`config.mk`:
```
export PLATFORM = sky130hd
export DESIGN_NAME = contiguous_page_bitmap_allocator
export DESIGN_NICKNAME = d
export VERILOG_FILES = /design/src/rtl/cpba_pkg.sv /design/src/rtl/contiguous_page_bitmap_allocator.sv
export SDC_FILE = /design/constraint.sdc
export NUM_CORES = 1
export LEC_CHECK = 0
export BUFFER_PORTS_ARGS = -buffer_cell sky130_fd_sc_hd__buf_2
export CAP_MARGIN = 20
export CORE_MARGIN = 2
export CORE_UTILIZATION = 44
export DETAILED_ROUTE_END_ITERATION = 7
export MAX_ROUTING_LAYER = met4
export SYNTH_ARGS = -nofsm -noshare
export SYNTH_HDL_FRONTEND = slang
export SYNTH_SLANG_ARGS = --single-unit
```
`constraint.sdc`:
```
create_clock -name clock -period 4.9 [get_ports clock]
set_input_delay 0 -clock clock [delete_from_list [all_inputs] [get_ports clock]]
set_output_delay 0 -clock clock [all_outputs]
set_load 0.01 [all_outputs]
```
`src/rtl/cpba_pkg.sv`:
```
// ----------------------------------------------------------------------------
// cpba_pkg
// Shared sizes, request codes and controller states of the contiguous
// page bitmap allocator.
// ----------------------------------------------------------------------------
package cpba_pkg;

   // Number of pages that the bitmap can hold.
   localparam int MAX_PAGES = 256;
   // Bits of a page index, and of a count that can hold MAX_PAGES itself.
   localparam int PAGE_W    = $clog2(MAX_PAGES);
   localparam int CNT_W     = $clog2(MAX_PAGES + 1);

   // Field widths of the request and response items.
   localparam int ACTION_W  = 2;
   localparam int START_W   = 8;
   localparam int LEN_W     = 9;
   localparam int STATUS_W  = 1;
   localparam int GRANT_W   = 8;
   localparam int FREE_W    = 9;

   localparam int REQ_BITS  = START_W + LEN_W;
   localparam int RSP_BITS  = STATUS_W + GRANT_W + FREE_W;
   localparam int REQ_DATA_W = ((REQ_BITS + 7) / 8) * 8;
   localparam int RSP_DATA_W = ((RSP_BITS + 7) / 8) * 8;

   // Request codes carried on req_tuser.
   localparam logic [ACTION_W-1:0] ACT_ALLOC = 2'd0;
   localparam logic [ACTION_W-1:0] ACT_FREE  = 2'd1;
   localparam logic [ACTION_W-1:0] ACT_QUERY = 2'd2;

   // Response status codes.
   localparam logic [STATUS_W-1:0] ST_OK      = 1'b0;
   localparam logic [STATUS_W-1:0] ST_REFUSED = 1'b1;

   // Sequencer states.
   typedef enum logic [2:0] {
      S_IDLE,
      S_COUNT,
      S_WINDOW,
      S_SCAN,
      S_SKIP,
      S_MARK,
      S_POINTER,
      S_FREE
   } state_type;

endpackage

```
`src/rtl/contiguous_page_bitmap_allocator.sv`:
```
// ----------------------------------------------------------------------------
// contiguous_page_bitmap_allocator
// Next-fit allocator of contiguous page runs over a bitmap of used pages.
// ----------------------------------------------------------------------------
// Usage:
//   The req channel takes one request per transfer: req_tuser holds the
//   action (allocate, free, query), req_tdata the start page and run length.
//   The rsp channel returns exactly one response per request: status, the
//   granted start page and the free page count after the request.
//   The csr channel writes the number of managed pages.
// Operation:
//   A query, a free with nothing to free, an unknown action or an allocation
//   refused up front answers in the cycle after its transfer. Any other
//   request runs on a single page cursor that visits one bitmap bit per
//   cycle: an allocation checks each window, scans it, skips used pages,
//   marks the found run and passes on to the next free page for the next-fit
//   pointer; a free clears the pages of the clamped run. req_tready is low
//   while the cursor works. A csr transfer starts a recount of the free
//   pages, also with req_tready low.
// Reset and stalls:
//   Reset marks every page free, sets 256 managed pages and the next-fit
//   pointer to page 0. The response waits in an output register; a new
//   request is taken in the cycle the pending response transfers.
// ----------------------------------------------------------------------------
module contiguous_page_bitmap_allocator
   import cpba_pkg::*;
(
   input  logic                  clock,
   input  logic                  reset,
   // Request channel.
   input  logic                  req_tvalid,
   output logic                  req_tready,
   // req_tdata from bit 0 up: start_page[7:0], run_length[8:0], zero fill.
   input  logic [REQ_DATA_W-1:0] req_tdata,
   // req_tuser: action[1:0].
   input  logic [ACTION_W-1:0]   req_tuser,
   // Response channel.
   output logic                  rsp_tvalid,
   input  logic                  rsp_tready,
   // rsp_tdata from bit 0 up: status, granted_start[7:0], free_pages[8:0],
   // zero fill.
   output logic [RSP_DATA_W-1:0] rsp_tdata,
   // Configuration channel: number of managed pages.
   input  logic                  csr_valid,
   output logic                  csr_ready,
   input  logic [LEN_W-1:0]      csr_wdata
);

   // Registers.
   state_type              state_ff,    state_in;
   logic [MAX_PAGES-1:0]   used_map_ff, used_map_in;
   logic [LEN_W-1:0]       pages_ff,    pages_in;
   logic [CNT_W-1:0]       ptr_ff,      ptr_in;
   logic [CNT_W-1:0]       free_ff,     free_in;
   logic [CNT_W-1:0]       idx_ff,      idx_in;
   logic [CNT_W-1:0]       base_ff,     base_in;
   logic [CNT_W-1:0]       last_ff,     last_in;
   logic [CNT_W-1:0]       end_ff,      end_in;
   logic [CNT_W-1:0]       len_ff,      len_in;
   logic                   wrap_ff,     wrap_in;
   logic                   rsp_valid_ff, rsp_valid_in;
   logic [STATUS_W-1:0]    rsp_status_ff, rsp_status_in;
   logic [GRANT_W-1:0]     rsp_start_ff,  rsp_start_in;
   logic [FREE_W-1:0]      rsp_free_ff,   rsp_free_in;

   // Decoded request and handshakes.
   logic [ACTION_W-1:0]    req_action;
   logic [CNT_W-1:0]       req_start;
   logic [CNT_W-1:0]       req_len;
   logic                   req_fire;
   logic                   rsp_fire;
   logic                   csr_fire;

   // Shared cursor unit.
   logic [CNT_W-1:0]       n_pages;
   logic [CNT_W-1:0]       idx_plus;
   logic [PAGE_W-1:0]      idx_page;
   logic                   idx_used;
   logic                   idx_end;
   logic                   window_fits;
   logic                   alloc_refuse;
   logic                   free_some;
   logic [CNT_W:0]         free_end_sum;

   assign req_action = req_tuser;
   assign req_start  = CNT_W'(req_tdata[START_W-1:0]);
   assign req_len    = CNT_W'(req_tdata[START_W +: LEN_W]);

   // The response register is free, or frees up in this cycle.
   assign req_tready = (state_ff == S_IDLE) && (!rsp_valid_ff || rsp_tready) && !csr_valid;
   assign csr_ready  = (state_ff == S_IDLE);
   assign req_fire   = req_tvalid && req_tready;
   assign rsp_fire   = rsp_valid_ff && rsp_tready;
   assign csr_fire   = csr_valid && csr_ready;

   assign rsp_tvalid = rsp_valid_ff;
   assign rsp_tdata  = RSP_DATA_W'({rsp_free_ff, rsp_start_ff, rsp_status_ff});

   // Page count clamped to the range the bitmap supports.
   always_comb begin
      if (pages_ff == '0) begin
         n_pages = CNT_W'(1);
      end else if ((CNT_W+1)'(pages_ff) > (CNT_W+1)'(MAX_PAGES)) begin
         n_pages = CNT_W'(MAX_PAGES);
      end else begin
         n_pages = CNT_W'(pages_ff);
      end
   end

   // Cursor: one bitmap bit, one increment and one bound compare per cycle.
   assign idx_plus    = idx_ff + CNT_W'(1);
   assign idx_page    = idx_ff[PAGE_W-1:0];
   assign idx_used    = used_map_ff[idx_page];
   assign idx_end     = (idx_ff >= n_pages);
   assign window_fits = (base_ff <= n_pages) && (len_ff <= (n_pages - base_ff));

   // Up-front checks on a new request.
   assign alloc_refuse = (req_len == '0) || (req_len > n_pages) || (req_len > free_ff);
   assign free_some    = (req_start < n_pages) && (req_len != '0);
   assign free_end_sum = (CNT_W+1)'(req_start) + (CNT_W+1)'(req_len);

   // Next state.
   always_comb begin
      state_in = state_ff;
      case (state_ff)
         S_IDLE: begin
            if (csr_fire) begin
               state_in = S_COUNT;
            end else if (req_fire) begin
               if ((req_action == ACT_ALLOC) && !alloc_refuse) begin
                  state_in = S_WINDOW;
               end else if ((req_action == ACT_FREE) && free_some) begin
                  state_in = S_FREE;
               end
            end
         end
         S_COUNT: begin
            if (idx_ff == CNT_W'(MAX_PAGES - 1)) begin
               state_in = S_IDLE;
            end
         end
         S_WINDOW: begin
            if (window_fits) begin
               state_in = S_SCAN;
            end else if (!wrap_ff) begin
               state_in = S_IDLE;
            end
         end
         S_SCAN: begin
            if (idx_used) begin
               state_in = S_SKIP;
            end else if (idx_ff == last_ff) begin
               state_in = S_MARK;
            end
         end
         S_SKIP: begin
            if (idx_end || !idx_used) begin
               state_in = S_WINDOW;
            end
         end
         S_MARK: begin
            if (idx_ff == last_ff) begin
               state_in = S_POINTER;
            end
         end
         S_POINTER: begin
            if (idx_end || !idx_used) begin
               state_in = S_IDLE;
            end
         end
         S_FREE: begin
            if (idx_plus == end_ff) begin
               state_in = S_IDLE;
            end
         end
         default: begin
            state_in = S_IDLE;
         end
      endcase
   end

   // Datapath and response register.
   always_comb begin
      used_map_in   = used_map_ff;
      pages_in      = pages_ff;
      ptr_in        = ptr_ff;
      free_in       = free_ff;
      idx_in        = idx_ff;
      base_in       = base_ff;
      last_in       = last_ff;
      end_in        = end_ff;
      len_in        = len_ff;
      wrap_in       = wrap_ff;
      rsp_valid_in  = rsp_valid_ff && !rsp_fire;
      rsp_status_in = rsp_status_ff;
      rsp_start_in  = rsp_start_ff;
      rsp_free_in   = rsp_free_ff;

      case (state_ff)
         S_IDLE: begin
            if (csr_fire) begin
               // New page count: recount the free pages from scratch.
               pages_in = csr_wdata;
               free_in  = '0;
               idx_in   = '0;
            end else if (req_fire) begin
               len_in  = req_len;
               base_in = ptr_ff;
               wrap_in = (ptr_ff != '0);
               idx_in  = req_start;
               if (free_end_sum > (CNT_W+1)'(n_pages)) begin
                  end_in = n_pages;
               end else begin
                  end_in = free_end_sum[CNT_W-1:0];
               end
               // Requests that answer at once.
               if (!(((req_action == ACT_ALLOC) && !alloc_refuse) ||
                     ((req_action == ACT_FREE) && free_some))) begin
                  rsp_valid_in  = 1'b1;
                  rsp_status_in = (req_action == ACT_ALLOC) ? ST_REFUSED : ST_OK;
                  rsp_start_in  = '0;
                  rsp_free_in   = FREE_W'(free_ff);
               end
            end
         end
         S_COUNT: begin
            if (!idx_end && !idx_used) begin
               free_in = free_ff + CNT_W'(1);
            end
            idx_in = idx_plus;
         end
         S_WINDOW: begin
            if (window_fits) begin
               idx_in  = base_ff;
               last_in = base_ff + len_ff - CNT_W'(1);
            end else if (wrap_ff) begin
               wrap_in = 1'b0;
               base_in = '0;
            end else begin
               rsp_valid_in  = 1'b1;
               rsp_status_in = ST_REFUSED;
               rsp_start_in  = '0;
               rsp_free_in   = FREE_W'(free_ff);
            end
         end
         S_SCAN: begin
            if (idx_used) begin
               idx_in = idx_plus;
            end else if (idx_ff == last_ff) begin
               // Window is clear: go back and mark it.
               idx_in  = base_ff;
               free_in = free_ff - len_ff;
            end else begin
               idx_in = idx_plus;
            end
         end
         S_SKIP: begin
            if (idx_end) begin
               base_in = n_pages;
            end else if (!idx_used) begin
               base_in = idx_ff;
            end else begin
               idx_in = idx_plus;
            end
         end
         S_MARK: begin
            used_map_in[idx_page] = 1'b1;
            idx_in                = idx_plus;
         end
         S_POINTER: begin
            if (idx_end || !idx_used) begin
               ptr_in        = idx_end ? n_pages : idx_ff;
               rsp_valid_in  = 1'b1;
               rsp_status_in = ST_OK;
               rsp_start_in  = GRANT_W'(base_ff);
               rsp_free_in   = FREE_W'(free_ff);
            end else begin
               idx_in = idx_plus;
            end
         end
         S_FREE: begin
            if (idx_used) begin
               used_map_in[idx_page] = 1'b0;
               free_in               = free_ff + CNT_W'(1);
            end
            idx_in = idx_plus;
            if (idx_plus == end_ff) begin
               rsp_valid_in  = 1'b1;
               rsp_status_in = ST_OK;
               rsp_start_in  = '0;
               rsp_free_in   = FREE_W'(free_in);
            end
         end
         default: begin
         end
      endcase
   end

   // Control state and bitmap.
   always_ff @(posedge clock) begin
      if (reset) begin
         state_ff     <= S_IDLE;
         used_map_ff  <= '0;
         pages_ff     <= LEN_W'(MAX_PAGES);
         ptr_ff       <= '0;
         free_ff      <= CNT_W'(MAX_PAGES);
         rsp_valid_ff <= 1'b0;
      end else begin
         state_ff     <= state_in;
         used_map_ff  <= used_map_in;
         pages_ff     <= pages_in;
         ptr_ff       <= ptr_in;
         free_ff      <= free_in;
         rsp_valid_ff <= rsp_valid_in;
      end
   end

   // Cursor working registers and response payload.
   always_ff @(posedge clock) begin
      idx_ff        <= idx_in;
      base_ff       <= base_in;
      last_ff       <= last_in;
      end_ff        <= end_in;
      len_ff        <= len_in;
      wrap_ff       <= wrap_in;
      rsp_status_ff <= rsp_status_in;
      rsp_start_ff  <= rsp_start_in;
      rsp_free_ff   <= rsp_free_in;
   end

   // The free count never exceeds the bitmap size.
   a_free_bound: assert property (@(posedge clock) disable iff (reset)
      free_ff <= CNT_W'(MAX_PAGES))
      else $error("free page count above bitmap size");

   // An accepted request is either still at work or has its response waiting.
   a_req_progress: assert property (@(posedge clock) disable iff (reset)
      req_fire |=> ((state_ff != S_IDLE) || rsp_valid_ff))
      else $error("request accepted without work or response");

   // A refused allocation reports start page zero.
   a_refused_start: assert property (@(posedge clock) disable iff (reset)
      (rsp_valid_ff && (rsp_status_ff == ST_REFUSED)) |-> (rsp_start_ff == '0))
      else $error("refused allocation with nonzero start");

   // The scan and mark cursors stay inside the managed pages.
   a_cursor_range: assert property (@(posedge clock) disable iff (reset)
      ((state_ff == S_SCAN) || (state_ff == S_MARK)) |-> (idx_ff < n_pages))
      else $error("cursor beyond last page");

   // A configuration write starts a recount.
   a_csr_recount: assert property (@(posedge clock) disable iff (reset)
      csr_fire |=> (state_ff == S_COUNT))
      else $error("configuration write without recount");

endmodule

```
**Word level (Yosys, flattened, before mapping)**

Index checks and enable logic that the tools add are counted.

- Bits in registers: 351
- Bits in latches: 0
- Memory bits (writable): 0
- Bits in read-only memories: 0
- Bits of input ports: 40
- Logic and storage cells: 201
- Memories: 0

- Add/sub/neg operators: 7
- Multipliers: 0
- Div/mod/pow operators: 0
- $lt $le $gt $ge: 10
- Eq/ne operators: 36
- Shift-type cells: 0
- Mux-type cells: 83
- Bitwise logic cells: 4
- Reductions and logical operators: 46

Operators by type and width:

| operator | number |
|---|---|
| $pmux 256 s2 | 1 |
| $mux 9 | 30 |
| $and 256x256->256 | 1 |
| $mux 256 | 1 |
| $not 256->256 | 1 |
| $or 256x256->256 | 1 |
| $pmux 9 s4 | 2 |
| $mux 8 | 7 |
| $pmux 9 s6 | 1 |
| $mux 3 | 13 |
| $ne 2x2->1 const B | 18 |
| $pmux 8 s4 | 1 |
| $pmux 9 s3 | 1 |
| $pmux 3 s8 | 1 |
| $mux 1 | 20 |
| $add 9x1->9 const B | 2 |
| $eq 9x9->1 | 2 |
| $gt 9x9->1 | 2 |
| $le 9x9->1 | 2 |
| $logic_not 9->1 | 2 |
| $reduce_bool 9->1 | 2 |
| $sub 9x9->9 | 2 |
| $eq 3x3->1 const B | 4 |
| $logic_and 1x1->1 | 12 |
| 37 further kinds | 57 |

**Longest topological paths before layout**

- Word-level depth: 13
- Depth in mapped cells: 24
- Depth with buffers taken out: 24

**Worst setup path before layout**

Ideal clock, no wire load.

- Kind: flip-flop to flip-flop
- Start: reg pages_ff[8]
- End: reg base_ff[0] (enable)
- Data arrival time: 4.757 ns
- Data required time: 4.473 ns
- Path slack: -0.284 ns
- Cell stages (with the launch flop): 21
- Period minus slack after synthesis: 5.184 ns
- Cell sequence: dfxtp_1 clkbuf_1 nor2b_1 ha_1 nor2b_1 o21a_1 o21ai_0 nand2b_1 a21o_1 a21o_1 a21oi_1 xor2_1 ha_1 nand4_1 nor3_1 a21oi_1 o41ai_1 o221ai_1 or3_1 a21oi_1 a2111oi_0

- Cells in the longest elaborated chain, start to end: 8
- Elaborated cells between the ends (all ways): 12
- Classes of those cells: add/sub (1); order compare (4); eq/ne (2); mux (2); reduce/logical (3)

Ends and longest elaborated chain:

| what | RTL line | RTL |
|---|---|---|
| start, declared | contiguous_page_bitmap_allocator.sv:52 | `logic [LEN_W-1:0] pages_ff, pages_in;` |
| start signal, assigned | contiguous_page_bitmap_allocator.sv:304 | `pages_ff <= LEN_W'(MAX_PAGES);` |
| start signal, assigned | contiguous_page_bitmap_allocator.sv:311 | `pages_ff <= pages_in;` |
| $gt 9x9->1 | contiguous_page_bitmap_allocator.sv:103 | `end else if ((CNT_W+1)'(pages_ff) > (CNT_W+1)'(MAX_PAGES)) begin` |
| $mux 9 | contiguous_page_bitmap_allocator.sv:103 |  |
| $mux 9 * | contiguous_page_bitmap_allocator.sv:101 | `if (pages_ff == '0) begin` |
| $sub 9x9->9 | contiguous_page_bitmap_allocator.sv:115 | `assign window_fits = (base_ff <= n_pages) && (len_ff <= (n_pages - base_ff));` |
| $le 9x9->1 | contiguous_page_bitmap_allocator.sv:115 |  |
| $logic_and 1x1->1 | contiguous_page_bitmap_allocator.sv:115 |  |
| $ne 2x2->1 (no line) | -- |  |
| $reduce_and 6->1 (no line) * | -- |  |
| end signal, assigned | contiguous_page_bitmap_allocator.sv:321 | `base_ff <= base_in;` |
| end, declared | contiguous_page_bitmap_allocator.sv:56 | `logic [CNT_W-1:0] base_ff, base_in;` |

Mark *: on every way between the ends. The rest lies on a longest branch, timed or not.
A chain may end at the register's enable or synchronous reset.

**Final worst setup path**

- Start: reg pages_ff[7]
- End: reg rsp_valid_ff (netlist: rsp_tvalid)

- Cells in the longest elaborated chain, start to end: 13
- Elaborated cells between the ends (all ways): 25
- Classes of those cells: add/sub (1); order compare (6); mux (8); reduce/logical (10)

Ends and longest elaborated chain:

| what | RTL line | RTL |
|---|---|---|
| $gt 9x9->1 | contiguous_page_bitmap_allocator.sv:103 |  |
| $mux 9 | contiguous_page_bitmap_allocator.sv:103 |  |
| $mux 9 * | contiguous_page_bitmap_allocator.sv:101 |  |
| branches (longest 9 deep; another with $sub 9x9->9) | -- |  |
| $pmux 1 s4 * | contiguous_page_bitmap_allocator.sv:199 | `case (state_ff)` |
| end signal, assigned | contiguous_page_bitmap_allocator.sv:314 | `rsp_valid_ff <= rsp_valid_in;` |
| end, declared | contiguous_page_bitmap_allocator.sv:61 | `logic rsp_valid_ff, rsp_valid_in;` |

Mark *: on every way between the ends.

==> impl_metrics.json <==
{
  "firstDrtPassIters": 5,
  "async_reset_ff_share_pct": 0,
  "grt_pass1_wl_mm": 92.42,
  "swShare_pct": 40.31,
  "critPathMaxFanout": 3,
  "use_met2_pct": 42.17,
  "routedWlPerCell_um": 20.20,
  "hold_end": "pages_ff[7]",
  "die_h_um": 219.4,
  "grt-ovfl-total": 0,
  "area_growth_pct": 12.16,
  "synth.cell_area_um2": 20410,
  "tritoncts": "built",
  "cp-start-kind": "flop",
  "antenna_cells": 0,
  "synth_edf_count": 64,
  "grtUsageMet1_pct": 31.80,
  "drt-vias-per-instance": 5.621,
  "p_switching_w": 0.004600,
  "drtAntennaViolNets": 0,
  "synth_top_area_cell": "dfxtp_1",
  "synth_cell_type_count": 71,
  "r2r-end": "rsp_tvalid",
  "io_pins": 67,
  "path_clk_slew_ns": 0.06,
  "met3_usage_pct": 3.257,
  "worst_pin_slew_ns": 1.032,
  "rsz0062_at_grt": "no",
  "synth-seq-cells": 351,
  "fmax_mhz": 217.0,
  "dieArea_um2": 48140,
  "fp.dieW_um": 219.4,
  "synth-warning-count": 0,
  "dp_hpwl_mm": 40.67,
  "synth_mux_area_share_pct": 20.39,
  "grtUsageTotal_pct": 25.50,
  "clockBufferDepth": 3,
  "place_congestion": 0.9233,
  "clockPowerShare_pct": 26.0,
  "synthAdderAreaFrac_pct": 6.399,
  "clk_latency_ns": 0.57,
  "synth_top_area_share_pct": 28.14,
  "finalHoldViolCount": 0,
  "vias": 16560,
  "cts_sinks": 351,
  "cts-root-buf": "clkbuf_16",
  "power_leakage_nw": 9.953,
  "synth_ff_type": "dfxtp_1",
  "cts_buffers": 39,
  "whs_path_depth": 4,
  "required_ns": 5.35,
  "synth_top_family_by_area": "multiplexers",
  "p_int_w": 0.006812,
  "post-route-min-period_ns": 4.609,
  "core_area_um2": 45580,
  "setup_tns_ns": 0,
  "r2r_start": "pages_ff[7]",
  "power_frac_comb_pct": 42.6,
  "fin_worst_skew_ns": 0.02212,
  "antenna_found_initial": 0,
  "drc": 0,
  "drive_gt1_share_pct": 11.25,
  "wl_mm": 59.50,
  "synth-simple-area-share_pct": 17.63,
  "reg2reg_depth": 22,
  "synth_xor_xnor_area_share_pct": 2.617,
  "setup_viol": 0,
  "period_share_pct": 94.06,
  "nets": 2459,
  "htreeDepth": 2,
  "synthCells": 2262,
  "syn_area_per_cell_um2": 9.025,
  "total_power_w": 0.01141,
  "arrival_ns": 5.06,
  "power_per_cell_area_nw_per_um2": 498.4,
  "start_util_pct": 44.79,
  "grt_max_degree": 77,
  "hold_start": "csr_valid",
  "io_buffers": 53,
  "final_core_util_pct": 50.24,
  "peakVddDrop_mv": 0.5090,
  "regToRegSetupSlack_ns": 0.29,
  "netlist_top_cells_area": "dfxtp_1, mux2i_1, nand2_1, edfxtp_1, ha_1",
  "p_seq_share_pct": 31.4,
  "first_iter_violations": 1203,
  "drv_cap": 0,
  "status": "finished clean",
  "synth-seq-area-share_pct": 37.56,
  "final-max-slew-violation-count": 0,
  "grt_pass1_vias": 16303,
  "grt_busiest_layer": "met2",
  "max_slew_margin_pct": 31.18,
  "crit_path_end_kind": "flop",
  "num_rows": 78,
  "hp-class": "in2reg",
  "synth_compound_area_share_pct": 9.206,
  "criticalPathCategory": "reg2reg"
}
==> per-layer routing <==
| layer | vias up | share of wire, % | wire length [µm] |
|---|---|---|---|
| li1 | 7911 | - | - |
| met1 | 8046 | 44 | 26150 |
| met2 | 481 | 47 | 28230 |
| met3 | 122 | 4.9 | 2943 |
| met4 | 0 | 3.7 | 2174 |
| met5 | - | 0 | 0 |
==> power by group through the flow <==
stage / clock network (W) / logic (W) / registers [W]
2_1_floorplan: 0 / 0.00333 / 0.00354
3_3_place_gp: 0 / 0.00472 / 0.00363
3_5_place_dp: 0 / 0.00475 / 0.00364
4_1_cts: 0.00303 / 0.00480 / 0.00358
5_1_grt: 0.00314 / 0.00525 / 0.00361
6_report: 0.00297 / 0.00486 / 0.00358
==> how the worst max path moves through the flow <==
stage,start,endpoint,cells past startpoint
5_1_grt,pages_ff[7],rsp_tvalid,22
2_1_floorplan,pages_ff[8],base_ff[0],20
4_1_cts,pages_ff[4],base_ff[4],20
6_report,pages_ff[7],rsp_tvalid,22
3_3_place_gp,pages_ff[4],base_ff[8],21
3_5_place_dp,pages_ff[4],base_ff[8],20
==> Yosys cell counts, types with 5 or more instances <==
cell / n
nor4_1: 9
a21o_1: 16
clkbuf_1: 88
mux4_2: 46
mux4_1: 7
and2_1: 8
buf_6: 27
a21oi_1: 85
o21bai_1: 15
inv_1: 86
mux2i_1: 285
nand3_1: 23
xor2_1: 15
nor2b_1: 22
o21a_1: 9
nand2b_1: 14
o221ai_1: 5
and3_1: 6
xnor2_1: 46
buf_4: 18
mux2_2: 8
edfxtp_1: 64
o211ai_1: 6
buf_8: 6
nand4_1: 14
a22o_1: 11
ha_1: 98
nor3_1: 25
a22oi_1: 24
a31oi_1: 9
nand2_1: 586
dfxtp_1: 287
buf_2: 6
o21ai_0: 53
a211oi_1: 19
nor2_1: 154
==> cells by family (layout without fill, tap and decap cells) <==
kind of cell | count (synthesis) | in the layout
xor gates and xnor gates | 61 | 61
buffers and inverters | 239 | 318
other | 1 | 6
and+or+nand+nor | 876 | 876
adders and majority gates | 102 | 102
AOI/OAI and AO/OA | 286 | 286
DFF | 351 | 351
muxes | 346 | 346
==> critical path, cell delays in order, from the launching register on <==
cell	delay [ns]
dfxtp_1	0.33
nor4_2	0.31
a21oi_2	0.11
nor2_2	0.13
inv_1	0.09
ha_1	0.22
fa_2	0.36
nor2b_1	0.11
o21ai_0	0.08
nand2b_1	0.14
a21o_1	0.13
a21oi_1	0.07
xor2_1	0.15
ha_1	0.30
a22o_1	0.22
o41ai_2	0.35
o221ai_2	0.18
buf_4	0.18
a21oi_1	0.13
o21ai_0	0.08
o311ai_0	0.13
a31oi_1	0.13
dlygate4sd3_1	0.57
==> cells in the final DEF, fill, tap and decap left out, drive strengths merged, types with 46 or more instances in the layout <==
cell type	n
a21oi	85
buf	128
clkbuf	59
dfxtp	287
edfxtp	64
ha	98
inv	89
mux2i	285
mux4	53
nand2	586
nor2	154
o21ai	55
xnor2	46
==> cell type report <==
class	instances	area, µm²
sequential	351	7667
tap	600	750.7
multi-input combinational	1677	11560
fill	4250	22680
timing repair buffer	159	1309
clock inverter	11	100.1
inverter	89	339.1
clock buffer	59	1175
==> repair_timing <==
action | 4_1_cts | 5_1_grt
resized for setup | 0 | 7
hold buffers | 31 | 0
setup endpoints to repair | 0 | 28
setup buffers | 0 | 1
hold endpoints to repair | 60 | 0
==> per-stage QoR <==
| step | cells | setup WS [ns] | cell area [µm²] | hold WS [ns] |
|---|---|---|---|---|
| finish | 2946 | 0.2909 | 22900 | 0.05661 |
| global route | 2946 | 0.01976 | 22900 | 0.08834 |
| CTS | 2945 | 0.09139 | 22860 | 0.003837 |
| detailed placement | 2844 | 0.1288 | 21270 | 0.2679 |
| global placement | 2842 | -0.01996 | 21250 | 0.2615 |
| floorplan | 2267 | 0.1320 | 20440 | 0.09887 |
Note: power is estimated with default switching activity, not from simulation.
